**src/hdl/pfc_pkg.sv**
```systemverilog
// pfc_pkg: types, codes and square helpers for the playfair stream cipher
// no dependencies; imported by playfair_stream_cipher_top

package pfc_pkg;

    localparam int SQUARE_SIDE = 5;
    localparam int CELL_COUNT  = SQUARE_SIDE * SQUARE_SIDE;
    localparam int CELL_W      = 5;
    localparam int CFG_W       = 60;
    localparam int CFG_ADDR_W  = 2;

    // register indexes
    localparam logic [CFG_ADDR_W-1:0] REG_CELLS_LOW  = 2'd0;
    localparam logic [CFG_ADDR_W-1:0] REG_CELLS_HIGH = 2'd1;
    localparam logic [CFG_ADDR_W-1:0] REG_CELL_FINAL = 2'd2;
    localparam logic [CFG_ADDR_W-1:0] REG_DECRYPT    = 2'd3;

    // result status codes
    localparam logic [1:0] ST_OK       = 2'd0;
    localparam logic [1:0] ST_DOUBLE   = 2'd1;
    localparam logic [1:0] ST_XX       = 2'd2;
    localparam logic [1:0] ST_OVERFLOW = 2'd3;

    localparam logic [4:0] LETTER_I  = 5'd8;
    localparam logic [4:0] LETTER_J  = 5'd9;
    localparam logic [4:0] LETTER_X  = 5'd23;
    localparam logic [4:0] LAST_CELL = 5'(CELL_COUNT - 1);
    localparam logic [7:0] CHAR_LA   = 8'h61;
    localparam logic [7:0] CHAR_LZ   = 8'h7a;
    localparam logic [7:0] CHAR_UA   = 8'h41;
    localparam logic [7:0] CHAR_UZ   = 8'h5a;

    typedef struct packed {
        logic [7:0] char_in;
        logic       end_of_text;
    } in_item_t;

    typedef struct packed {
        logic [7:0] char_out;
        logic       last_of_run;
        logic [1:0] status;
    } out_item_t;

    // row of a cell index below 25: idx*13 >> 6
    function automatic logic [2:0] cell_row(input logic [4:0] idx);
        logic [9:0] prod;
        prod = {5'd0, idx} * 10'd13;
        return prod[8:6];
    endfunction

    function automatic logic [2:0] cell_col(input logic [4:0] idx);
        logic [4:0] base;
        base = {2'd0, cell_row(idx)} * 5'(SQUARE_SIDE);
        return 3'(idx - base);
    endfunction

    // one step along a row or column with wrap-around
    function automatic logic [2:0] step_coord(input logic [2:0] c, input logic back);
        logic [2:0] res;
        if (back) begin
            res = (c == 3'd0) ? 3'(SQUARE_SIDE - 1) : c - 3'd1;
        end else begin
            res = (c == 3'(SQUARE_SIDE - 1)) ? 3'd0 : c + 3'd1;
        end
        return res;
    endfunction

    function automatic logic [4:0] cell_index(input logic [2:0] r, input logic [2:0] c);
        return 5'({2'd0, r} * 5'(SQUARE_SIDE) + {2'd0, c});
    endfunction

    function automatic logic [4:0] lookup_key(input logic [4:0] letter);
        return (letter == LETTER_J) ? LETTER_I : letter;
    endfunction

endpackage

```
**src/hdl/playfair_stream_cipher_top.sv**
```systemverilog
// playfair stream cipher: sequencer, shared cell scanner and gap buffer
// imports pfc_pkg
// a passed-through byte, or an error found at decode, is registered from the decode
// state once the output slot is free, and the input is ready again back in idle.
// a pair (or a flush) adds two or three scans (one cell per cycle, first match stops)
// and a plan state, then each cipher letter and each gap byte (read, then sent) goes
// out; a doubled pair in decrypt reports after the scans; m_ready low stalls output.
// reset (aresetn low, synchronous) clears the sequencer, pending letter, gap
// count, error latch and square registers; gap contents stay undefined.
module playfair_stream_cipher_top #(
    parameter int GAP_DEPTH = 16
) (
    input  logic                              aclk,
    input  logic                              aresetn,
    input  logic                              cfg_we,
    input  logic [pfc_pkg::CFG_ADDR_W-1:0]    cfg_addr,
    input  logic [pfc_pkg::CFG_W-1:0]         cfg_wdata,
    input  logic                              s_valid,
    output logic                              s_ready,
    input  pfc_pkg::in_item_t                 s_data,
    output logic                              m_valid,
    input  logic                              m_ready,
    output pfc_pkg::out_item_t                m_data
);
    import pfc_pkg::*;

    localparam int GAP_CW = $clog2(GAP_DEPTH + 1);
    localparam int GAP_IW = (GAP_DEPTH > 1) ? $clog2(GAP_DEPTH) : 1;

    typedef enum logic [8:0] {
        S_IDLE   = 9'b000000001,
        S_DECODE = 9'b000000010,
        S_LOC1   = 9'b000000100,
        S_LOC2   = 9'b000001000,
        S_PLAN   = 9'b000010000,
        S_OUT1   = 9'b000100000,
        S_GAPRD  = 9'b001000000,
        S_GAP    = 9'b010000000,
        S_OUT2   = 9'b100000000
    } state_t;

    // square and mode
    logic [CFG_W-1:0]  cells_low_reg, cells_high_reg;
    logic [CELL_W-1:0] cell_final_reg;
    logic              decrypt_reg;

    state_t            state_reg, state_next;
    logic [7:0]        ch_reg, ch_next;
    logic              eot_reg, eot_next;
    logic              pend_valid_reg, pend_valid_next;
    logic [4:0]        pend_letter_reg, pend_letter_next;
    logic              pend_upper_reg, pend_upper_next;
    logic [4:0]        sec_letter_reg, sec_letter_next;
    logic              sec_upper_reg, sec_upper_next;
    logic              doubled_reg, doubled_next;
    logic [4:0]        scan_k_reg, scan_k_next;
    logic [4:0]        pos1_reg, pos1_next;
    logic [4:0]        pos2_reg, pos2_next;
    logic [4:0]        o1_reg, o1_next;
    logic [4:0]        o2_reg, o2_next;
    logic [GAP_CW-1:0] gap_count_reg, gap_count_next;
    logic [GAP_IW-1:0] gap_idx_reg, gap_idx_next;
    logic [1:0]        error_latch_reg, error_latch_next;
    logic              out_valid_reg, out_valid_next;
    out_item_t         out_data_reg, out_data_next;

    logic [7:0]        gap_mem [GAP_DEPTH];
    logic [7:0]        gap_rd_data_reg;
    logic              gap_we;

    logic [CELL_COUNT*CELL_W-1:0] square_vec;
    logic [4:0]        cell_sel;
    logic [4:0]        cell_val;
    logic [6:0]        cell_base;
    logic [4:0]        scan_key;
    logic              scan_hit;
    logic              out_free;
    logic              is_upper, is_lower, is_letter;
    logic [4:0]        cur_letter;
    logic [7:0]        letter_off;
    logic [2:0]        r1, c1, r2, c2;

    assign square_vec = {cell_final_reg, cells_high_reg, cells_low_reg};
    assign cell_base  = {2'd0, cell_sel} * 7'd5;
    assign cell_val   = square_vec[cell_base +: CELL_W];

    assign is_upper   = (ch_reg >= CHAR_UA) && (ch_reg <= CHAR_UZ);
    assign is_lower   = (ch_reg >= CHAR_LA) && (ch_reg <= CHAR_LZ);
    assign is_letter  = is_upper || is_lower;
    assign letter_off = ch_reg - (is_upper ? CHAR_UA : CHAR_LA);
    assign cur_letter = letter_off[4:0];

    assign scan_key = (state_reg == S_LOC1) ? lookup_key(pend_letter_reg)
                                            : lookup_key(sec_letter_reg);
    assign scan_hit = (cell_val == scan_key);

    assign r1 = cell_row(pos1_reg);
    assign c1 = cell_col(pos1_reg);
    assign r2 = cell_row(pos2_reg);
    assign c2 = cell_col(pos2_reg);

    assign out_free = !out_valid_reg || m_ready;
    assign s_ready  = (state_reg == S_IDLE);
    assign m_valid  = out_valid_reg;
    assign m_data   = out_data_reg;

    always_comb begin
        case (state_reg)
            S_OUT1:  cell_sel = o1_reg;
            S_OUT2:  cell_sel = o2_reg;
            default: cell_sel = scan_k_reg;
        endcase
    end

    always_comb begin
        state_next       = state_reg;
        ch_next          = ch_reg;
        eot_next         = eot_reg;
        pend_valid_next  = pend_valid_reg;
        pend_letter_next = pend_letter_reg;
        pend_upper_next  = pend_upper_reg;
        sec_letter_next  = sec_letter_reg;
        sec_upper_next   = sec_upper_reg;
        doubled_next     = doubled_reg;
        scan_k_next      = scan_k_reg;
        pos1_next        = pos1_reg;
        pos2_next        = pos2_reg;
        o1_next          = o1_reg;
        o2_next          = o2_reg;
        gap_count_next   = gap_count_reg;
        gap_idx_next     = gap_idx_reg;
        error_latch_next = error_latch_reg;
        out_valid_next   = out_valid_reg && !m_ready;
        out_data_next    = out_data_reg;
        gap_we           = 1'b0;

        case (state_reg)
            S_IDLE: begin
                if (s_valid) begin
                    ch_next    = s_data.char_in;
                    eot_next   = s_data.end_of_text;
                    state_next = S_DECODE;
                end
            end
            S_DECODE: begin
                // wait for a free output slot so any single result can go out here
                if (out_free) begin
                    state_next   = S_IDLE;
                    doubled_next = 1'b0;
                    scan_k_next  = 5'd0;
                    if (error_latch_reg != ST_OK) begin
                        out_valid_next = 1'b1;
                        out_data_next  = '{char_out: 8'd0, last_of_run: 1'b1,
                                          status: error_latch_reg};
                    end else if (eot_reg) begin
                        if (pend_valid_reg) begin
                            if (pend_letter_reg == LETTER_X) begin
                                out_valid_next   = 1'b1;
                                out_data_next    = '{char_out: 8'd0, last_of_run: 1'b1,
                                                    status: ST_XX};
                                error_latch_next = ST_XX;
                                pend_valid_next  = 1'b0;
                                gap_count_next   = '0;
                            end else begin
                                sec_letter_next = LETTER_X;
                                sec_upper_next  = 1'b0;
                                state_next      = S_LOC1;
                            end
                        end
                    end else if (!is_letter) begin
                        if (!pend_valid_reg) begin
                            out_valid_next = 1'b1;
                            out_data_next  = '{char_out: ch_reg, last_of_run: 1'b1,
                                              status: ST_OK};
                        end else if (gap_count_reg == GAP_CW'(GAP_DEPTH)) begin
                            out_valid_next   = 1'b1;
                            out_data_next    = '{char_out: 8'd0, last_of_run: 1'b1,
                                                status: ST_OVERFLOW};
                            error_latch_next = ST_OVERFLOW;
                            pend_valid_next  = 1'b0;
                            gap_count_next   = '0;
                        end else begin
                            gap_we         = 1'b1;
                            gap_count_next = gap_count_reg + 1'b1;
                        end
                    end else if (!pend_valid_reg) begin
                        pend_valid_next  = 1'b1;
                        pend_letter_next = cur_letter;
                        pend_upper_next  = is_upper;
                    end else if (pend_letter_reg == LETTER_X && cur_letter == LETTER_X) begin
                        out_valid_next   = 1'b1;
                        out_data_next    = '{char_out: 8'd0, last_of_run: 1'b1,
                                            status: ST_XX};
                        error_latch_next = ST_XX;
                        pend_valid_next  = 1'b0;
                        gap_count_next   = '0;
                    end else begin
                        sec_letter_next = cur_letter;
                        sec_upper_next  = is_upper;
                        state_next      = S_LOC1;
                    end
                end
            end
            S_LOC1: begin
                // first matching cell wins; no match leaves cell 0
                if (scan_hit || scan_k_reg == LAST_CELL) begin
                    pos1_next   = scan_hit ? scan_k_reg : 5'd0;
                    scan_k_next = 5'd0;
                    state_next  = S_LOC2;
                end else begin
                    scan_k_next = scan_k_reg + 5'd1;
                end
            end
            S_LOC2: begin
                if (scan_hit || scan_k_reg == LAST_CELL) begin
                    pos2_next   = scan_hit ? scan_k_reg : 5'd0;
                    scan_k_next = 5'd0;
                    state_next  = S_PLAN;
                end else begin
                    scan_k_next = scan_k_reg + 5'd1;
                end
            end
            S_PLAN: begin
                if (!eot_reg && !doubled_reg && pos1_reg == pos2_reg) begin
                    if (decrypt_reg) begin
                        if (out_free) begin
                            out_valid_next   = 1'b1;
                            out_data_next    = '{char_out: 8'd0, last_of_run: 1'b1,
                                                status: ST_DOUBLE};
                            error_latch_next = ST_DOUBLE;
                            pend_valid_next  = 1'b0;
                            gap_count_next   = '0;
                            state_next       = S_IDLE;
                        end
                    end else begin
                        // doubled pair: filler x takes the second place, rescan it
                        doubled_next    = 1'b1;
                        sec_letter_next = LETTER_X;
                        sec_upper_next  = 1'b0;
                        state_next      = S_LOC2;
                    end
                end else begin
                    if (r1 == r2) begin
                        o1_next = cell_index(r1, step_coord(c1, decrypt_reg));
                        o2_next = cell_index(r2, step_coord(c2, decrypt_reg));
                    end else if (c1 == c2) begin
                        o1_next = cell_index(step_coord(r1, decrypt_reg), c1);
                        o2_next = cell_index(step_coord(r2, decrypt_reg), c2);
                    end else begin
                        o1_next = cell_index(r1, c2);
                        o2_next = cell_index(r2, c1);
                    end
                    state_next = S_OUT1;
                end
            end
            S_OUT1: begin
                if (out_free) begin
                    out_valid_next = 1'b1;
                    out_data_next  = '{char_out: (pend_upper_reg ? CHAR_UA : CHAR_LA)
                                                 + {3'd0, cell_val},
                                      last_of_run: 1'b0, status: ST_OK};
                    gap_idx_next   = '0;
                    state_next     = (gap_count_reg != '0) ? S_GAPRD : S_OUT2;
                end
            end
            S_GAPRD: begin
                // read data register picks up the entry at gap_idx_reg
                state_next = S_GAP;
            end
            S_GAP: begin
                if (out_free) begin
                    out_valid_next = 1'b1;
                    out_data_next  = '{char_out: gap_rd_data_reg, last_of_run: 1'b0,
                                      status: ST_OK};
                    if (GAP_CW'(gap_idx_reg) + 1'b1 == gap_count_reg) begin
                        state_next = S_OUT2;
                    end else begin
                        gap_idx_next = gap_idx_reg + 1'b1;
                        state_next   = S_GAPRD;
                    end
                end
            end
            S_OUT2: begin
                if (out_free) begin
                    out_valid_next = 1'b1;
                    out_data_next  = '{char_out: (sec_upper_reg ? CHAR_UA : CHAR_LA)
                                                 + {3'd0, cell_val},
                                      last_of_run: 1'b1, status: ST_OK};
                    gap_count_next = '0;
                    if (doubled_reg) begin
                        // the second letter of a doubled pair carries over
                        pend_valid_next  = 1'b1;
                        pend_letter_next = cur_letter;
                        pend_upper_next  = is_upper;
                    end else begin
                        pend_valid_next = 1'b0;
                    end
                    state_next = S_IDLE;
                end
            end
            default: begin
                state_next = S_IDLE;
            end
        endcase
    end

    always_ff @(posedge aclk) begin
        if (!aresetn) begin
            state_reg       <= S_IDLE;
            pend_valid_reg  <= 1'b0;
            pend_letter_reg <= 5'd0;
            pend_upper_reg  <= 1'b0;
            doubled_reg     <= 1'b0;
            scan_k_reg      <= 5'd0;
            gap_count_reg   <= '0;
            gap_idx_reg     <= '0;
            error_latch_reg <= ST_OK;
            out_valid_reg   <= 1'b0;
            cells_low_reg   <= '0;
            cells_high_reg  <= '0;
            cell_final_reg  <= '0;
            decrypt_reg     <= 1'b0;
        end else begin
            state_reg       <= state_next;
            pend_valid_reg  <= pend_valid_next;
            pend_letter_reg <= pend_letter_next;
            pend_upper_reg  <= pend_upper_next;
            doubled_reg     <= doubled_next;
            scan_k_reg      <= scan_k_next;
            gap_count_reg   <= gap_count_next;
            gap_idx_reg     <= gap_idx_next;
            error_latch_reg <= error_latch_next;
            out_valid_reg   <= out_valid_next;
            if (cfg_we) begin
                case (cfg_addr)
                    REG_CELLS_LOW:  cells_low_reg  <= cfg_wdata;
                    REG_CELLS_HIGH: cells_high_reg <= cfg_wdata;
                    REG_CELL_FINAL: cell_final_reg <= cfg_wdata[CELL_W-1:0];
                    REG_DECRYPT:    decrypt_reg    <= cfg_wdata[0];
                    default: begin
                    end
                endcase
            end
        end
    end

    always_ff @(posedge aclk) begin
        ch_reg         <= ch_next;
        eot_reg        <= eot_next;
        sec_letter_reg <= sec_letter_next;
        sec_upper_reg  <= sec_upper_next;
        pos1_reg       <= pos1_next;
        pos2_reg       <= pos2_next;
        o1_reg         <= o1_next;
        o2_reg         <= o2_next;
        out_data_reg   <= out_data_next;
    end

    // gap buffer
    always_ff @(posedge aclk) begin
        if (gap_we) begin
            gap_mem[gap_count_reg[GAP_IW-1:0]] <= ch_reg;
        end
        gap_rd_data_reg <= gap_mem[gap_idx_reg];
    end

`ifndef SYNTHESIS
    a_gap_bound: assert property (@(posedge aclk) disable iff (!aresetn)
        gap_count_reg <= GAP_CW'(GAP_DEPTH))
        else $error("gap count beyond depth");

    a_latch_sticky: assert property (@(posedge aclk) disable iff (!aresetn)
        (error_latch_reg != ST_OK) |=> (error_latch_reg == $past(error_latch_reg)))
        else $error("error latch changed");

    a_err_result: assert property (@(posedge aclk) disable iff (!aresetn)
        (out_valid_reg && out_data_reg.status != ST_OK)
            |-> (out_data_reg.char_out == 8'd0 && out_data_reg.last_of_run))
        else $error("error result malformed");

    a_scan_bound: assert property (@(posedge aclk) disable iff (!aresetn)
        scan_k_reg <= LAST_CELL)
        else $error("scan index beyond square");

    a_no_pending_after_err: assert property (@(posedge aclk) disable iff (!aresetn)
        (error_latch_reg != ST_OK) |-> (!pend_valid_reg && gap_count_reg == '0))
        else $error("pending state kept after error");
`endif

endmodule
```
**config.mk**
```make
export PLATFORM = sky130hd
export DESIGN_NAME = playfair_stream_cipher_top
export DESIGN_NICKNAME = d
export VERILOG_FILES = /design/src/hdl/pfc_pkg.sv /design/src/hdl/playfair_stream_cipher_top.sv
export SDC_FILE = /design/constraint.sdc
export NUM_CORES = 1
export LEC_CHECK = 0
export BUFFER_PORTS_ARGS = -buffer_cell sky130_fd_sc_hd__buf_2
export CAP_MARGIN = 20
export CORE_UTILIZATION = 30
export CTS_CLUSTER_DIAMETER = 200
export DETAILED_ROUTE_END_ITERATION = 6
export GPL_TIMING_DRIVEN = 1
export PLACE_DENSITY = 0.42
export SLEW_MARGIN = 20
export SYNTH_ARGS = -nofsm -noshare
export SYNTH_HDL_FRONTEND = slang
export SYNTH_SLANG_ARGS = --single-unit
```
**constraint.sdc**
```tcl
create_clock -name aclk -period 10.01 [get_ports aclk]
set_input_delay 0.5005 -clock aclk [delete_from_list [all_inputs] [get_ports aclk]]
set_output_delay 0.5005 -clock aclk [all_outputs]
set_load 0.02 [all_outputs]
```
==> metrics.md <==
| Metric | Value |
|---|---|
| Status | `complete, no violations` |
| Main combinational cell family by area after synthesis | `compound AO/OA/AOI/OAI gates` |
| Async SR Flop Fraction | `0` |
| Startpoint types | `register` |
| Syn nets | `2334` |
| Slew HR | `0.2602` |
| Yosys warns | `0` |
| Final nets | `2358` |
| RSZ-0062 raised after global routing | `no` |
| Worst hold slack | `slightly above 0.09 ns` |
| Post-DP HPWL | `57420 um` |
| Most frequent cells in the layout | `nand2_1 (369), a21oi_1 (208), edfxtp_1 (174), dfxtp_1 (167), nor2_1 (115)` |
| Post-synthesis xor/xnor area fraction | `0.02710` |
| Die X-Extent | `266.6 um` |
| GR Util met1 | `0.2901` |
| Worst slew pin tran | `1.107 ns` |
| Post-CTS resize count | `0` |
| Synth Instances | `roughly 2200` |
| Setup_tns | `0 ns` |
| Die area | `~71000 um2` |
| Post-route minimum period | `7.532 ns` |
| Die Height | `between 200 and 300 um` |
| DR iter-0 viols | `around 1400` |
| Share of layout cells above drive strength 1 | `0.1482` |
| Number of library cell types mapped by synthesis | `99` |
| Vias per cell | `about 5.5` |
| Synth Area in Compound Gates | `0.1690` |
| Gr usage total | `0.2224` |
| Post-CTS Setup Bufs | `0` |
| Final Cycle Share | `0.7525` |
| GR Util met2 | `0.3838` |
| Initial antenna violation count | `0` |
| Max Buffers Root-to-Sink | `3` |
| Met3 GRT Util | `0.02676` |
| Final setup vio count | `0` |
| Placed cell areas | `22270 um2` |
| Top_reg_cell synth | `edfxtp_1` |
| Clock slew at reported path FFs | `~0.060 ns` |
| TritonCTS Buffers | `41` |
| Largest net degree at the start of global routing | `80` |
| Num rows | `between 90 and 100` |
| Drt pass-1 iters | `6` |
| Simple-gate share of the synthesized area | `0.1625` |
| Global-route wire length before repair | `roughly 120000 um` |
| Register area share after synthesis | `0.4088` |
| IO Port Bufs | `between 80 and 90` |
| Slew Viols, Final | `0` |
| DR vias | `roughly 17000` |
| Synth Cell Area | `approximately 21000 um2` |
| # hold bufs at CTS | `0` |
| Commonest non-fill, non-tap cell in the layout | `nand2_1` |
| CP required | `just over 10 ns` |
| Worst Skew | `a little under 0.06 ns` |
| Crit path kind | `register to register` |
| CTS H-Tree Depth | `2` |
| Post-synth EDFFs | `approximately 170` |
| Max reg flops | `128` |
| DRC viols | `0` |
| Post-Route WL | `approximately 80000 um` |
| GR Overflow Total | `0` |
| Final Hold Viols | `0` |
| GPL Wtd Cong | `0.9566` |
| Max-capacitance violation count | `0` |
| Fin area | `23580 um2` |
| Initial core utilization | `0.3047` |
| Area of the core | `68950 um2` |
| Worst skew pair latency | `roughly 0.60 ns` |
| Boundary Pins | `89` |
| Pre-CTS setup slack | `around 2.5 ns` |
| Layout area overhead | `12.27%` |
| Critical path arrival | `7.76 ns` |
| Syn Area/Cell | `just under 10 um2` |
| Top Usage Layer GRT | `met2` |
| #FFs+latches synth | `between 300 and 400` |
| Crit path max fanout | `37` |
| Vias in the first global route | `between 15000 and 20000` |
| CTS root buffer | `clkbuf_16` |
| Peak Freq | `132.8 MHz` |
| Post-synthesis adder-cell area fraction | `0.06278` |
| Critical path capture point type | `register` |
| Hold Path Class | `input pin to register` |
| # clock sinks | `between 300 and 400` |
| Pleak | `just over 8 nW` |
| ANT nets after route | `0` |
| Cell Pwr Density | `roughly 140 nW/um2` |
| Worst Slack Setup Final | `2.478 ns` |
| Wire length per cell | `25.19 um` |
| CTS tree | `built` |
| Portion of netlist area occupied by mux cells | `0.1255` |
| Diode count | `0` |
| Maximum VDD drop | `around 0.00011 V` |
## per-layer routing
layer	up-vias	routed length (um)
met5	-	0
met1	8702	33750
li1	8082	-
met2	529	39530
met4	0	2219
met3	126	3704
## logic make-up (layout without fill, tap and decap cells)
group | count (synthesis) | count (layout)
flops | 342 | 342
mux | 158 | 158
compound gates | 542 | 542
buf+inv | 208 | 261
fa+ha+maj | 99 | 99
xor+xnor | 65 | 65
simple gates | 746 | 746
## power breakdown
part | switching, mW | leakage, nW | internal (mW)
combinational | 0.116 | 4.55 | 0.0667
sequential | 0.0462 | 2.93 | 1.50
clock | 0.626 | 0.635 | 0.849
total | 0.787 | 8.12 | 2.41
## critical path, stage by stage, from the launching register on
cell and delay (ns):
dfxtp_1 0.63, xor2_1 0.40, a31oi_4 0.12, buf_4 0.29, nor2_8 0.63, clkinv_2 0.14
ha_1 0.32, ha_1 0.24, fa_1 0.44, buf_4 0.23, inv_1 0.54, nor2_1 0.23
a32oi_1 0.29, nand2_1 0.08, o311ai_0 0.81, a31oi_1 0.17, a221o_1 0.34, nor4_4 0.69
nor2_1 0.16, nor2_1 0.37
## stage by stage
step	power, mW	utilization	instances
final	3.200	0.3421	3144
after global routing	3.319	0.3421	3144
after CTS	3.244	0.3420	3144
after detailed placement	1.759	0.3230	3072
after global placement	1.757	0.3229	3072
after floorplan	1.663	-	2160
## cells in the mapped netlist, drive strengths merged (22+ instances only)
master  instances  area share
nand3         108       0.026
edfxtp        174        0.25
ha             87       0.052
nand2         369       0.066
mux4           82       0.088
clkbuf        108       0.019
a21oi         208       0.050
a22oi          22      0.0085
nor3           28      0.0072
xor2           27       0.011
dfxtp         168        0.16
o21ai          92       0.022
mux2i          56       0.027
xnor2          38       0.016
nor2          118       0.022
a211oi         31       0.012
inv            57       0.010
buf            42       0.014
## worst paths after layout
| path | start | to | slack (ns) | cells after the start |
|---|---|---|---|---|
| setup / recovery | state_reg[8] | pos1_reg[3] | 2.48 | 19 |
| hold / removal | s_data[0] | eot_reg | 0.09 | 1 |
| setup reg to reg | state_reg[8] | pos1_reg[3] | 2.48 | 19 |
| hold reg to reg | cells_low_reg[0] | cells_low_reg[0] | 0.46 | 2 |
## final cells by class
type / instances / area (um2)
fill: 7099 / 45360
multi-input combinational: 1610 / 11530
sequential: 342 / 8589
tap: 931 / 1165
clock buffer: 49 / 1076
timing repair buffer: 131 / 763.2
clock inverter: 23 / 235.2
inverter: 58 / 224.0
(Power assumes the default switching activity.)
